### config.mk
export PLATFORM = sky130hd
export DESIGN_NAME = delta_sample_block_decoder
export DESIGN_NICKNAME = d
export VERILOG_FILES = /design/src/rtl/dsbd_pkg.sv /design/src/rtl/dsbd_parse.sv /design/src/rtl/dsbd_queue.sv /design/src/rtl/delta_sample_block_decoder.sv
export VERILOG_INCLUDE_DIRS = /design/src /design/src/rtl
export SDC_FILE = /design/constraint.sdc
export NUM_CORES = 1
export LEC_CHECK = 0
export BUFFER_PORTS_ARGS = -buffer_cell sky130_fd_sc_hd__buf_2
export CAP_MARGIN = 20
export CORE_MARGIN = 2
export CORE_UTILIZATION = 46
export CTS_BUF_LIST = sky130_fd_sc_hd__clkbuf_8
export CTS_CLUSTER_SIZE = 14
export DETAILED_ROUTE_END_ITERATION = 16
export PLACE_DENSITY = 0.73
export SLEW_MARGIN = 20
export SYNTH_ARGS = -nofsm -noshare
export SYNTH_HDL_FRONTEND = slang
export SYNTH_HIERARCHICAL = 1
export SYNTH_SLANG_ARGS = --single-unit
### constraint.sdc
create_clock -name clk -period 15 [get_ports clk]
set_input_delay 0.75 -clock clk [delete_from_list [all_inputs] [get_ports clk]]
set_output_delay 0.75 -clock clk [all_outputs]
set_load 0.01 [all_outputs]
### src/rtl/delta_sample_block_decoder_defines.svh
// Assertion macros shared by the decoder's modules.
// Each module that uses them must have clk and rst_n in scope.
`ifndef DELTA_SAMPLE_BLOCK_DECODER_DEFINES_SVH
`define DELTA_SAMPLE_BLOCK_DECODER_DEFINES_SVH

`ifndef SYNTHESIS

// Checked on every rising edge while out of reset.
`define DSBD_ASSERT(lbl, prop) \
    lbl: assert property (@(posedge clk) disable iff (!rst_n) (prop)) \
        else $error("dsbd assertion failed");

// Checked on every rising edge, reset included.
`define DSBD_ASSERT_ALWAYS(lbl, prop) \
    lbl: assert property (@(posedge clk) (prop)) \
        else $error("dsbd assertion failed");

`else

`define DSBD_ASSERT(lbl, prop)
`define DSBD_ASSERT_ALWAYS(lbl, prop)

`endif

`endif

### src/rtl/dsbd_pkg.sv
package dsbd_pkg;

    // Parser phases.
    localparam logic [1:0] PH_HDR0  = 2'd0;
    localparam logic [1:0] PH_HDR   = 2'd1;
    localparam logic [1:0] PH_FIRST = 2'd2;
    localparam logic [1:0] PH_DIFF  = 2'd3;

    // Header lengths in bytes.
    localparam logic [2:0] HDR_LEN_SHORT = 3'd4;
    localparam logic [2:0] HDR_LEN_LONG  = 3'd5;

    // Difference size codes.
    localparam logic [2:0] SIZE_NIBBLE = 3'd0;
    localparam logic [2:0] SIZE_BYTE1  = 3'd1;
    localparam logic [2:0] SIZE_BYTE2  = 3'd2;
    localparam logic [2:0] SIZE_BYTE3  = 3'd3;
    localparam logic [2:0] SIZE_BYTE4  = 3'd4;

    // Number of byte-group entries held between parser and output.
    localparam int QUEUE_DEPTH = 2;

    // Up to two results caused by one input byte. The second result shares
    // the header fields and follows the first at the next index.
    typedef struct packed {
        logic [15:0]        channel;
        logic [19:0]        rate;
        logic [19:0]        index;
        logic signed [31:0] val0;
        logic signed [31:0] val1;
        logic               last0;
        logic               last1;
        logic               bad;
        logic               two;
    } pair_t;

endpackage

### src/rtl/dsbd_parse.sv
`include "delta_sample_block_decoder_defines.svh"

module dsbd_parse
    import dsbd_pkg::*;
(
    input  logic        clk,
    input  logic        rst_n,
    input  logic        accept,
    input  logic [7:0]  data_byte,
    input  logic        group_start,
    output logic        push,
    output pair_t       pair
);

    logic [1:0]         phase_reg, phase_next;
    logic [2:0]         count_reg, count_next;
    logic [15:0]        channel_reg, channel_next;
    logic [19:0]        rate_reg, rate_next;
    logic [2:0]         size_reg, size_next;
    logic               long_reg, long_next;
    logic [19:0]        index_reg, index_next;
    logic signed [31:0] value_reg, value_next;
    logic [23:0]        asm_reg, asm_next;

    logic [2:0]         count_inc;
    logic [19:0]        rate_shift;
    logic               hdr_done;
    logic [19:0]        index_inc1;
    logic [19:0]        index_inc2;
    logic               last_inc1;
    logic               last_inc2;
    logic [3:0]         nib_hi;
    logic [3:0]         nib_lo;
    logic [4:0]         nib_sum;
    logic signed [31:0] sum_hi;
    logic signed [31:0] sum_pair;
    logic signed [31:0] diff;
    logic signed [31:0] sum_diff;
    logic [31:0]        first_val;

    // Shared arithmetic for the header and the sample path.
    always_comb
    begin
        count_inc  = count_reg + 3'd1;
        rate_shift = {rate_reg[11:0], data_byte};
        hdr_done   = long_reg ? (count_inc == HDR_LEN_LONG) : (count_inc == HDR_LEN_SHORT);
        index_inc1 = index_reg + 20'd1;
        index_inc2 = index_reg + 20'd2;
        last_inc1  = (index_inc1 == rate_reg);
        last_inc2  = (index_inc2 == rate_reg);
        nib_hi     = data_byte[7:4];
        nib_lo     = data_byte[3:0];
        nib_sum    = {nib_hi[3], nib_hi} + {nib_lo[3], nib_lo};
        sum_hi     = value_reg + {{28{nib_hi[3]}}, nib_hi};
        sum_pair   = value_reg + {{27{nib_sum[4]}}, nib_sum};
        first_val  = {asm_reg, data_byte};
        unique case (size_reg)
            SIZE_BYTE1: diff = {{24{data_byte[7]}}, data_byte};
            SIZE_BYTE2: diff = {{16{asm_reg[7]}}, asm_reg[7:0], data_byte};
            SIZE_BYTE3: diff = {{8{asm_reg[15]}}, asm_reg[15:0], data_byte};
            default:    diff = {asm_reg, data_byte};
        endcase
        sum_diff   = value_reg + diff;
    end

    // Next state and the results of the accepted word.
    always_comb
    begin
        phase_next   = phase_reg;
        count_next   = count_reg;
        channel_next = channel_reg;
        rate_next    = rate_reg;
        size_next    = size_reg;
        long_next    = long_reg;
        index_next   = index_reg;
        value_next   = value_reg;
        asm_next     = asm_reg;

        push       = 1'b0;
        pair.channel = channel_reg;
        pair.rate  = rate_reg;
        pair.index = index_reg;
        pair.val0  = sum_diff;
        pair.val1  = sum_pair;
        pair.last0 = last_inc1;
        pair.last1 = last_inc2;
        pair.bad   = 1'b0;
        pair.two   = 1'b0;

        if (accept)
        begin
            if (group_start || phase_reg == PH_HDR0)
            begin
                channel_next = {data_byte, 8'h00};
                phase_next   = PH_HDR;
                count_next   = 3'd1;
            end
            else
            begin
                unique case (phase_reg)
                    PH_HDR:
                    begin
                        if (count_reg == 3'd1)
                        begin
                            channel_next = {channel_reg[15:8], data_byte};
                            count_next   = 3'd2;
                        end
                        else if (count_reg == 3'd2)
                        begin
                            long_next  = data_byte[7];
                            size_next  = data_byte[6:4];
                            rate_next  = {16'h0000, data_byte[3:0]};
                            count_next = 3'd3;
                        end
                        else
                        begin
                            rate_next  = rate_shift;
                            count_next = count_inc;
                            if (hdr_done)
                            begin
                                index_next = 20'd0;
                                count_next = 3'd0;
                                asm_next   = 24'd0;
                                if (size_reg > SIZE_BYTE4 || rate_shift == 20'd0)
                                begin
                                    // Malformed header: one error word, then a new header.
                                    push       = 1'b1;
                                    pair.rate  = rate_shift;
                                    pair.index = 20'd0;
                                    pair.val0  = 32'sd0;
                                    pair.last0 = 1'b1;
                                    pair.bad   = 1'b1;
                                    phase_next = PH_HDR0;
                                end
                                else
                                begin
                                    phase_next = PH_FIRST;
                                end
                            end
                        end
                    end

                    PH_FIRST:
                    begin
                        if (count_reg < 3'd3)
                        begin
                            asm_next   = {asm_reg[15:0], data_byte};
                            count_next = count_inc;
                        end
                        else
                        begin
                            // The first sample stands as it is.
                            push       = 1'b1;
                            pair.val0  = first_val;
                            value_next = first_val;
                            index_next = index_inc1;
                            count_next = 3'd0;
                            asm_next   = 24'd0;
                            phase_next = last_inc1 ? PH_HDR0 : PH_DIFF;
                        end
                    end

                    default:
                    begin
                        if (size_reg == SIZE_NIBBLE)
                        begin
                            // Nibble differences, high nibble first; the low one only if the block has room.
                            push      = 1'b1;
                            pair.val0 = sum_hi;
                            if (last_inc1)
                            begin
                                value_next = sum_hi;
                                index_next = index_inc1;
                                count_next = 3'd0;
                                phase_next = PH_HDR0;
                            end
                            else
                            begin
                                pair.two   = 1'b1;
                                value_next = sum_pair;
                                index_next = index_inc2;
                                if (last_inc2)
                                begin
                                    count_next = 3'd0;
                                    phase_next = PH_HDR0;
                                end
                            end
                        end
                        else if ({1'b0, count_inc} < {1'b0, size_reg})
                        begin
                            asm_next   = {asm_reg[15:0], data_byte};
                            count_next = count_inc;
                        end
                        else
                        begin
                            // Whole difference assembled.
                            push       = 1'b1;
                            value_next = sum_diff;
                            index_next = index_inc1;
                            count_next = 3'd0;
                            asm_next   = 24'd0;
                            if (last_inc1)
                            begin
                                phase_next = PH_HDR0;
                            end
                        end
                    end
                endcase
            end
        end
    end

    // All state, control and data alike, is reset.
    always_ff @(posedge clk or negedge rst_n)
    begin
        if (!rst_n)
        begin
            phase_reg   <= PH_HDR0;
            count_reg   <= 3'd0;
            channel_reg <= 16'd0;
            rate_reg    <= 20'd0;
            size_reg    <= 3'd0;
            long_reg    <= 1'b0;
            index_reg   <= 20'd0;
            value_reg   <= 32'sd0;
            asm_reg     <= 24'd0;
        end
        else
        begin
            phase_reg   <= phase_next;
            count_reg   <= count_next;
            channel_reg <= channel_next;
            rate_reg    <= rate_next;
            size_reg    <= size_next;
            long_reg    <= long_next;
            index_reg   <= index_next;
            value_reg   <= value_next;
            asm_reg     <= asm_next;
        end
    end

    // A difference phase is only entered with a valid size code.
    `DSBD_ASSERT(a_diff_size_ok, (phase_reg == PH_DIFF) |-> (size_reg <= SIZE_BYTE4))
    // Inside a block the first sample has always been delivered.
    `DSBD_ASSERT(a_diff_index_nonzero, (phase_reg == PH_DIFF) |-> (index_reg != 20'd0))

endmodule

### src/rtl/dsbd_queue.sv
`include "delta_sample_block_decoder_defines.svh"

module dsbd_queue
    import dsbd_pkg::*;
(
    input  logic               clk,
    input  logic               rst_n,
    input  logic               push,
    input  pair_t              pair,
    output logic               full,
    output logic               out_valid,
    input  logic               out_stall,
    output logic [15:0]        channel_id,
    output logic [19:0]        sample_rate,
    output logic [19:0]        sample_index,
    output logic signed [31:0] sample_value,
    output logic               last_sample,
    output logic               bad_header
);

    localparam int PTR_W = $clog2(QUEUE_DEPTH);
    localparam int CNT_W = $clog2(QUEUE_DEPTH + 1);

    pair_t              entry_reg [QUEUE_DEPTH];
    logic [PTR_W-1:0]   wr_ptr_reg, wr_ptr_next;
    logic [PTR_W-1:0]   rd_ptr_reg, rd_ptr_next;
    logic [CNT_W-1:0]   count_reg, count_next;
    logic               half_reg, half_next;
    pair_t              head;
    logic               pop_word;
    logic               entry_done;

    // Head entry and the word it currently presents.
    always_comb
    begin
        head         = entry_reg[rd_ptr_reg];
        out_valid    = (count_reg != '0);
        full         = (count_reg == CNT_W'(QUEUE_DEPTH));
        channel_id   = head.channel;
        sample_rate  = head.rate;
        sample_index = half_reg ? (head.index + 20'd1) : head.index;
        sample_value = half_reg ? head.val1 : head.val0;
        last_sample  = half_reg ? head.last1 : head.last0;
        bad_header   = half_reg ? 1'b0 : head.bad;
    end

    // Pointer, fill and half-select bookkeeping.
    always_comb
    begin
        pop_word    = out_valid && !out_stall;
        entry_done  = pop_word && (!head.two || half_reg);
        wr_ptr_next = push ? PTR_W'(wr_ptr_reg + 1'b1) : wr_ptr_reg;
        rd_ptr_next = entry_done ? PTR_W'(rd_ptr_reg + 1'b1) : rd_ptr_reg;
        count_next  = count_reg + CNT_W'(push) - CNT_W'(entry_done);
        if (entry_done)
        begin
            half_next = 1'b0;
        end
        else if (pop_word)
        begin
            half_next = 1'b1;
        end
        else
        begin
            half_next = half_reg;
        end
    end

    always_ff @(posedge clk or negedge rst_n)
    begin
        if (!rst_n)
        begin
            wr_ptr_reg <= '0;
            rd_ptr_reg <= '0;
            count_reg  <= '0;
            half_reg   <= 1'b0;
        end
        else
        begin
            wr_ptr_reg <= wr_ptr_next;
            rd_ptr_reg <= rd_ptr_next;
            count_reg  <= count_next;
            half_reg   <= half_next;
        end
    end

    // Entry storage needs no reset.
    always_ff @(posedge clk)
    begin
        if (push)
        begin
            entry_reg[wr_ptr_reg] <= pair;
        end
    end

    // The fill level never exceeds the depth.
    `DSBD_ASSERT(a_count_max, count_reg <= CNT_W'(QUEUE_DEPTH))
    // Nothing is written into a full queue.
    `DSBD_ASSERT(a_no_push_full, push |-> !full)
    // The second half is only presented for an entry that holds two words.
    `DSBD_ASSERT(a_half_pair, half_reg |-> (out_valid && head.two))
    // The output word runs out only after a word has been taken.
    `DSBD_ASSERT(a_fall_after_pop, $fell(out_valid) |-> $past(pop_word))

endmodule

### src/rtl/delta_sample_block_decoder.sv
// Channel  Direction  Handshake            Word
// input    in         in_valid / in_stall   data_byte, group_start
// output   out        out_valid / out_stall channel_id, sample_rate, sample_index,
//                                           sample_value, last_sample, bad_header
//
// One input word is taken per cycle while in_stall is low; its samples are
// registered into a two-entry queue of result groups and presented from it.
// A nibble-coded byte yields two output words, or one when it ends the block,
// so such streams run at the output rate: one word per cycle when not stalled.
// in_stall is high only while both queue entries hold undelivered words.
// Reset (rst_n low) returns the parser to header byte 0 and empties the queue.
module delta_sample_block_decoder
    import dsbd_pkg::*;
(
    input  logic               clk,
    input  logic               rst_n,
    input  logic               in_valid,
    output logic               in_stall,
    input  logic [7:0]         data_byte,
    input  logic               group_start,
    output logic               out_valid,
    input  logic               out_stall,
    output logic [15:0]        channel_id,
    output logic [19:0]        sample_rate,
    output logic [19:0]        sample_index,
    output logic signed [31:0] sample_value,
    output logic               last_sample,
    output logic               bad_header
);

    logic  accept;
    logic  push;
    logic  full;
    pair_t pair;

    // A word is taken whenever there is room for its results.
    assign in_stall = full;
    assign accept   = in_valid && !full;

    dsbd_parse u_parse (
        .clk         (clk),
        .rst_n       (rst_n),
        .accept      (accept),
        .data_byte   (data_byte),
        .group_start (group_start),
        .push        (push),
        .pair        (pair)
    );

    dsbd_queue u_queue (
        .clk          (clk),
        .rst_n        (rst_n),
        .push         (push),
        .pair         (pair),
        .full         (full),
        .out_valid    (out_valid),
        .out_stall    (out_stall),
        .channel_id   (channel_id),
        .sample_rate  (sample_rate),
        .sample_index (sample_index),
        .sample_value (sample_value),
        .last_sample  (last_sample),
        .bad_header   (bad_header)
    );

endmodule
; ---- Word-level counts from Yosys, hierarchy flattened
; Memories as Yosys holds them, arrays and structs flattened.
; Index checks and enable logic that the tools add are counted.
[word_totals]
regBits = 126
ramBits = 248
in_bits = 13
elab_cells = 176
memories = 1
[op_classes]
n_addsub = 12
n_lt_le_gt_ge = 3
eq_ne = 25
mux = 90
bitwise_logic = 3
n_reduce_logical = 28
[mem_list]
columns = name, depth, width, rd, rd_ports_with_merged_regs, wr, line_no
row1 = u_queue.entry_reg, 2, 124, 1, 0, 1, dsbd_queue.sv:24  ; pair_t entry_reg [QUEUE_DEPTH];
[ops]
columns = op, n
row1 = $mux 72, 6
row2 = $mux 32, 7
row3 = $mux 20, 9
row4 = $mux 24, 6
row5 = $pmux 32 s2, 2
row6 = $add 32x32->32, 3
row7 = $pmux 32 s3, 1
row8 = $pmux 24 s2, 1
row9 = $add 20x1->20 const B, 2
row10 = $eq 20x20->1, 2
row11 = $mux 40, 1
row12 = $pmux 20 s2, 1
row13 = $mux 16, 2
row14 = $mux 2, 14
row15 = $mux 1, 27
row16 = $mux 3, 9
row17 = $add 20x2->20 const B, 1
row18 = $logic_not 20->1, 1
row19 = $ne 3x2->1 const B, 4
row20 = $reduce_and 5->1, 2
row21 = $reduce_bool 5->1, 2
row22 = $eq 3x2->1 const B, 3
row23 = $mux 8, 1
row24 = $reduce_and 8->1, 1
row25 = 35 further kinds, 53

; ---- Logic depth before layout (Yosys ltp)
[logic_depth]
ltp_word = 11
mapped_depth = 19
mapped_depth_nobuf = 16

; ---- Cells and area by module
; Netlist, hierarchy kept.
[by_module_without_submodules]
columns = module, n_inst, cells_per_inst, area_each_um2, seq_area_each_um2
row1 = dsbd_parse, 1, 1898, 14222.4, 3027.9
row2 = dsbd_queue, 1, 462, 9824.4, 7572.3
row3 = delta_sample_block_decoder, 1, 1, 13.8, 0.0

; ---- Worst setup path before layout
; OpenSTA, ideal clock, no wires.
[synth_path]
path_kind = flip-flop to flip-flop
from = reg u_parse.count_reg[0]
to = mem u_queue/entry_reg[0][0] (netlist name), enable pin
setup_time_ns = 0.623
t_arrival_ns = 7.434
required_ns = 14.377
path_slack_ns = 6.943
stages_incl_launch_ff = 11
path_buffers = 0
path_cell_list = dfrtp_1 -> inv_1 -> ha_1 -> inv_1 -> ha_1 -> a21boi_0 -> o21ai_0 -> nand3_1 -> o21ai_1 -> a31oi_1 -> nor2b_1
[synth_via]
elab_chain_len = 11
elab_cells_between_ends = 19
[synth_rtl]
columns = element, line_no
row1 = from (decl), dsbd_parse.sv:16  ; logic [2:0] count_reg, count_next;
row2 = from (signal assigned), dsbd_parse.sv:231  ; count_reg <= count_next;
row3 = $add 3x1->3, dsbd_parse.sv:44  ; count_inc = count_reg + 3'd1;
row4 = $eq 3x3->1, dsbd_parse.sv:46  ; hdr_done = long_reg ? (count_inc == HDR_LEN_LONG) : (count_inc == HDR_LEN_SHORT);
row5 = $mux 1, dsbd_parse.sv:46
row6 = $mux 1, dsbd_parse.sv:119  ; if (hdr_done)
row7 = $mux 1, dsbd_parse.sv:108  ; else if (count_reg == 3'd2)
row8 = $mux 1, dsbd_parse.sv:103  ; if (count_reg == 3'd1)
row9 = $pmux 1 s2 (*), dsbd_parse.sv:100  ; unique case (phase_reg)
row10 = $mux 1 (*), dsbd_parse.sv:92  ; if (group_start || phase_reg == PH_HDR0)
row11 = $mux 1 (*), dsbd_parse.sv:90  ; if (accept)
row12 = net push, delta_sample_block_decoder.sv:32  ; logic push;
row13 = $mux 1 (*), dsbd_queue.sv:90  ; if (push)
row14 = $mux 1 (implied by the code) (*), dsbd_queue.sv:92  ; entry_reg[wr_ptr_reg] <= pair;
row15 = to (decl), dsbd_queue.sv:24
; The timed path passes the listed nets; every way through them passes the cells marked *.

==> results.ini <==
[synthesis]
syn_area_um2 = 24060
syn_nets = 2490
synth_ff_type = edfxtp_1
synth_edf_count = 248
async_flop_share_pct = 33.69
syn_area_per_cell_um2 = 10.19
synth_cell_types = 95
ys_warn_count = 6
synth-seq-cells = 374
syn_inst = 2361
synth-seq-area-share_pct = 44.06

[worst_setup_path]
crit_required_ns = 15.50
r2r_cells = 9
cp-start-kind = primary input
critPathKind = in -> reg
critPathCaptureType = flop
path_max_fanout = 38
crit_arrival_ns = 5.90

[run_status]
status = finished, final reports clean

[sta]
fin_crit_sh_pct = 35.99
maxSlewViolCount = 0
finalHoldViolCount = 0
fin_setup_tns_ns = 0
skew_ns = 0.05513
finalSetupViolations = 0
worst_pin_slew_ns = 1.086
max_freq_mhz = 185.2
fin_crit_ns = 5.399
maxSlewHeadroom_pct = 27.35
rsz0062_at_grt = no

[detailed_routing]
detail-route-antenna-nets = 0
drt_wl_total_um = 74670
wl_per_cell_um = 23.67
via_per_inst = 6.327
dr.first_iter.drc_count = 1823
drc = 0
dr_total_vias = 19960
firstDrtPassIters = 6

[global_route]
grt-ovfl-total = 0
first_global_vias = 19710
grt_usage_pct = 27.57
antenna_found_initial = 0
grt_pass1_wl_um = 114000
grt_max_degree = 73

[floorplanning]
dieWidth_um = 232.7
io_pins = 105
core_area_um2 = 51510
dieArea_um2 = 54150
start_util_pct = 46.71
die_h_um = 232.7
rows = 83

[cts]
cts.sinks = 374
htree_levels = 3
root_buffer = clkbuf_8
clkTransAtPathRegs_ns = 0.07
cts_hold_buf = 0
cts.repair.resized = 0
tritoncts = yes
clk_latency_ns = 0.68
post-cts-setup-buffers = 0
numCtsBuffers = 66
ctsLongestPathBuffers = 3

[placed_design]
gp_congestion = 0.9929
portBuffers = 104
hpwl_um = 52460
placed_area_um2 = 25110

[cells_and_area]
antenna_cells = 0
areaGrowthSynthToFinish_pct = 9.615
multiInputGateArea_um2 = 12730
regArea_um2 = 10610
fin_area_um2 = 26370
nNetsFinal = 2552
drive_gt1_share_pct = 14.51
num-fill-cells = 4637
largest_reg_flops = 248

[pwr]
power_density_nw_per_um2 = 209.9
power.leakage_nw = 10.48
ir_worst_vdd_v = 0.0001016

[worst_hold_path]
hold_path_class = in -> async

[flow_run]
maxCapViolCount = 0

[kinds of logic after synthesis]
family                     count (synthesis)  share of synthesized area, %
AOI/OAI and AO/OA                        721                         19.47
xor gates and xnor gates                 171                         6.225
adders and majority gates                116                         6.157
buffers and inverters                    188                         3.287
DFF                                      374                         44.06
muxes                                    114                         6.771
and+or+nand+nor                          677                         14.03
[worst paths after layout]
path                                               startpoint                                  end  slack, ns
max                                              data_byte[7]    u_parse/value_reg[24]$_DFFE_PN0P_       9.60
min                                                     rst_n     u_parse/value_reg[5]$_DFFE_PN0P_       0.13
max reg2reg                  u_parse/index_reg[1]$_DFFE_PN0P_     u_parse/value_reg[2]$_DFFE_PN0P_      10.05
min reg2reg                u_parse/channel_reg[7]$_DFFE_PN0P_  u_queue/entry_reg[1][115]$_DFFE_PP_       0.46
max in group asynchronous                               rst_n       u_queue/rd_ptr_reg$_DFFE_PN0P_      13.45
min in group clk                                    out_stall         u_queue/half_reg$_DFFE_PN0P_       0.41
[worst max-delay path, stage by stage]
cell      delay [ns]
buf_2           0.08
buf_4           0.47
ha_1            0.38
a31oi_1         0.44
inv_1           0.27
buf_4           0.30
ha_1            0.38
a21oi_1         0.22
o211ai_1        0.13
a211o_1         0.32
a41o_1          0.31
a221oi_1        0.52
o21ai_0         0.31
a221oi_1        0.43
xnor2_1         0.17
o31ai_1         0.28
a31oi_1         0.07
[final cells by class]
class,count,share of cell area (%)
clock buffers,71,3.705
clock inverters,49,1.072
inverters,48,0.6831
multi-input cells,1799,48.26
flip-flops and latches,374,40.21
well taps,680,3.226
repair buffers,134,2.842
[cell usage in the layout (no fill, tap or decap), types with 33 or more instances in the layout]
cell type and instances:
a21o_1 62, a21oi_1 204, a22o_1 53, buf_2 104
clkbuf_8 71, dfrtp_1 124, edfxtp_1 248, ha_1 111
inv_1 70, mux2_2 56, mux4_2 33, nand2_1 247
nand3_1 48, nand4_1 37, nor2_1 130, nor3_1 43
o21ai_0 152, xnor2_1 98, xor2_1 73
[synthesized netlist by cell type, types with 11 or more instances]
library cell | n | share of area [%]
mux2i_1 | 24 | 1.0
o21bai_1 | 12 | 0.37
a21oi_1 | 204 | 4.2
edfxtp_1 | 248 | 31
inv_1 | 48 | 0.75
a21o_1 | 62 | 1.9
nand2b_1 | 18 | 0.47
nand3_1 | 48 | 1.0
o211ai_1 | 27 | 0.84
nor2_1 | 131 | 2.0
dfrtp_1 | 126 | 13
nand4_1 | 37 | 0.96
or3_1 | 14 | 0.36
nor2b_1 | 14 | 0.36
mux4_2 | 33 | 3.1
o21a_1 | 30 | 0.94
o21ai_0 | 153 | 3.2
buf_2 | 14 | 0.29
a31oi_1 | 22 | 0.57
mux2_2 | 56 | 2.6
nor4_1 | 23 | 0.60
xor2_1 | 73 | 2.7
xnor2_1 | 98 | 3.6
ha_1 | 112 | 5.8
o21ai_1 | 11 | 0.23
nand2_1 | 247 | 3.9
a211oi_1 | 14 | 0.44
a22o_1 | 53 | 1.9
and2_1 | 28 | 0.73
nor3_1 | 46 | 0.96
o22ai_1 | 15 | 0.39
a221oi_1 | 11 | 0.40
and3_1 | 16 | 0.42
clkbuf_1 | 107 | 1.7
[power breakdown]
group	total [mW]	switching, mW	internal [mW]
combinational	2.95	1.81	1.13
clock	0.913	0.436	0.476
sequential	1.68	0.270	1.41
[metal layers]
layer | routed length (µm) | track usage [%] | share of wire (%) | vias up
met1 | 30000 | 34.79 | 40 | 9757
met3 | 5662 | 4.975 | 7.6 | 209
met2 | 35290 | 45.26 | 47 | 935
met4 | 3719 | 14.35 | 5.0 | 0
met5 | 0 | 0 | 0 | -
li1 | - | - | - | 9062
[through the flow]
step	setup WS [ns]	utilization, %	std cells	hold slack [ns]	power (mW)
after floorplan	6.943	-	2361	0.4366	3.687
after global placement	9.303	48.74	3034	0.4419	4.512
final	9.601	51.20	3155	0.1306	5.537
after detailed placement	9.162	48.74	3034	0.4527	4.571
after global routing	9.362	51.20	3155	0.1627	5.868
after CTS	9.866	51.19	3154	0.2654	5.504
(Power assumes the default switching activity.)
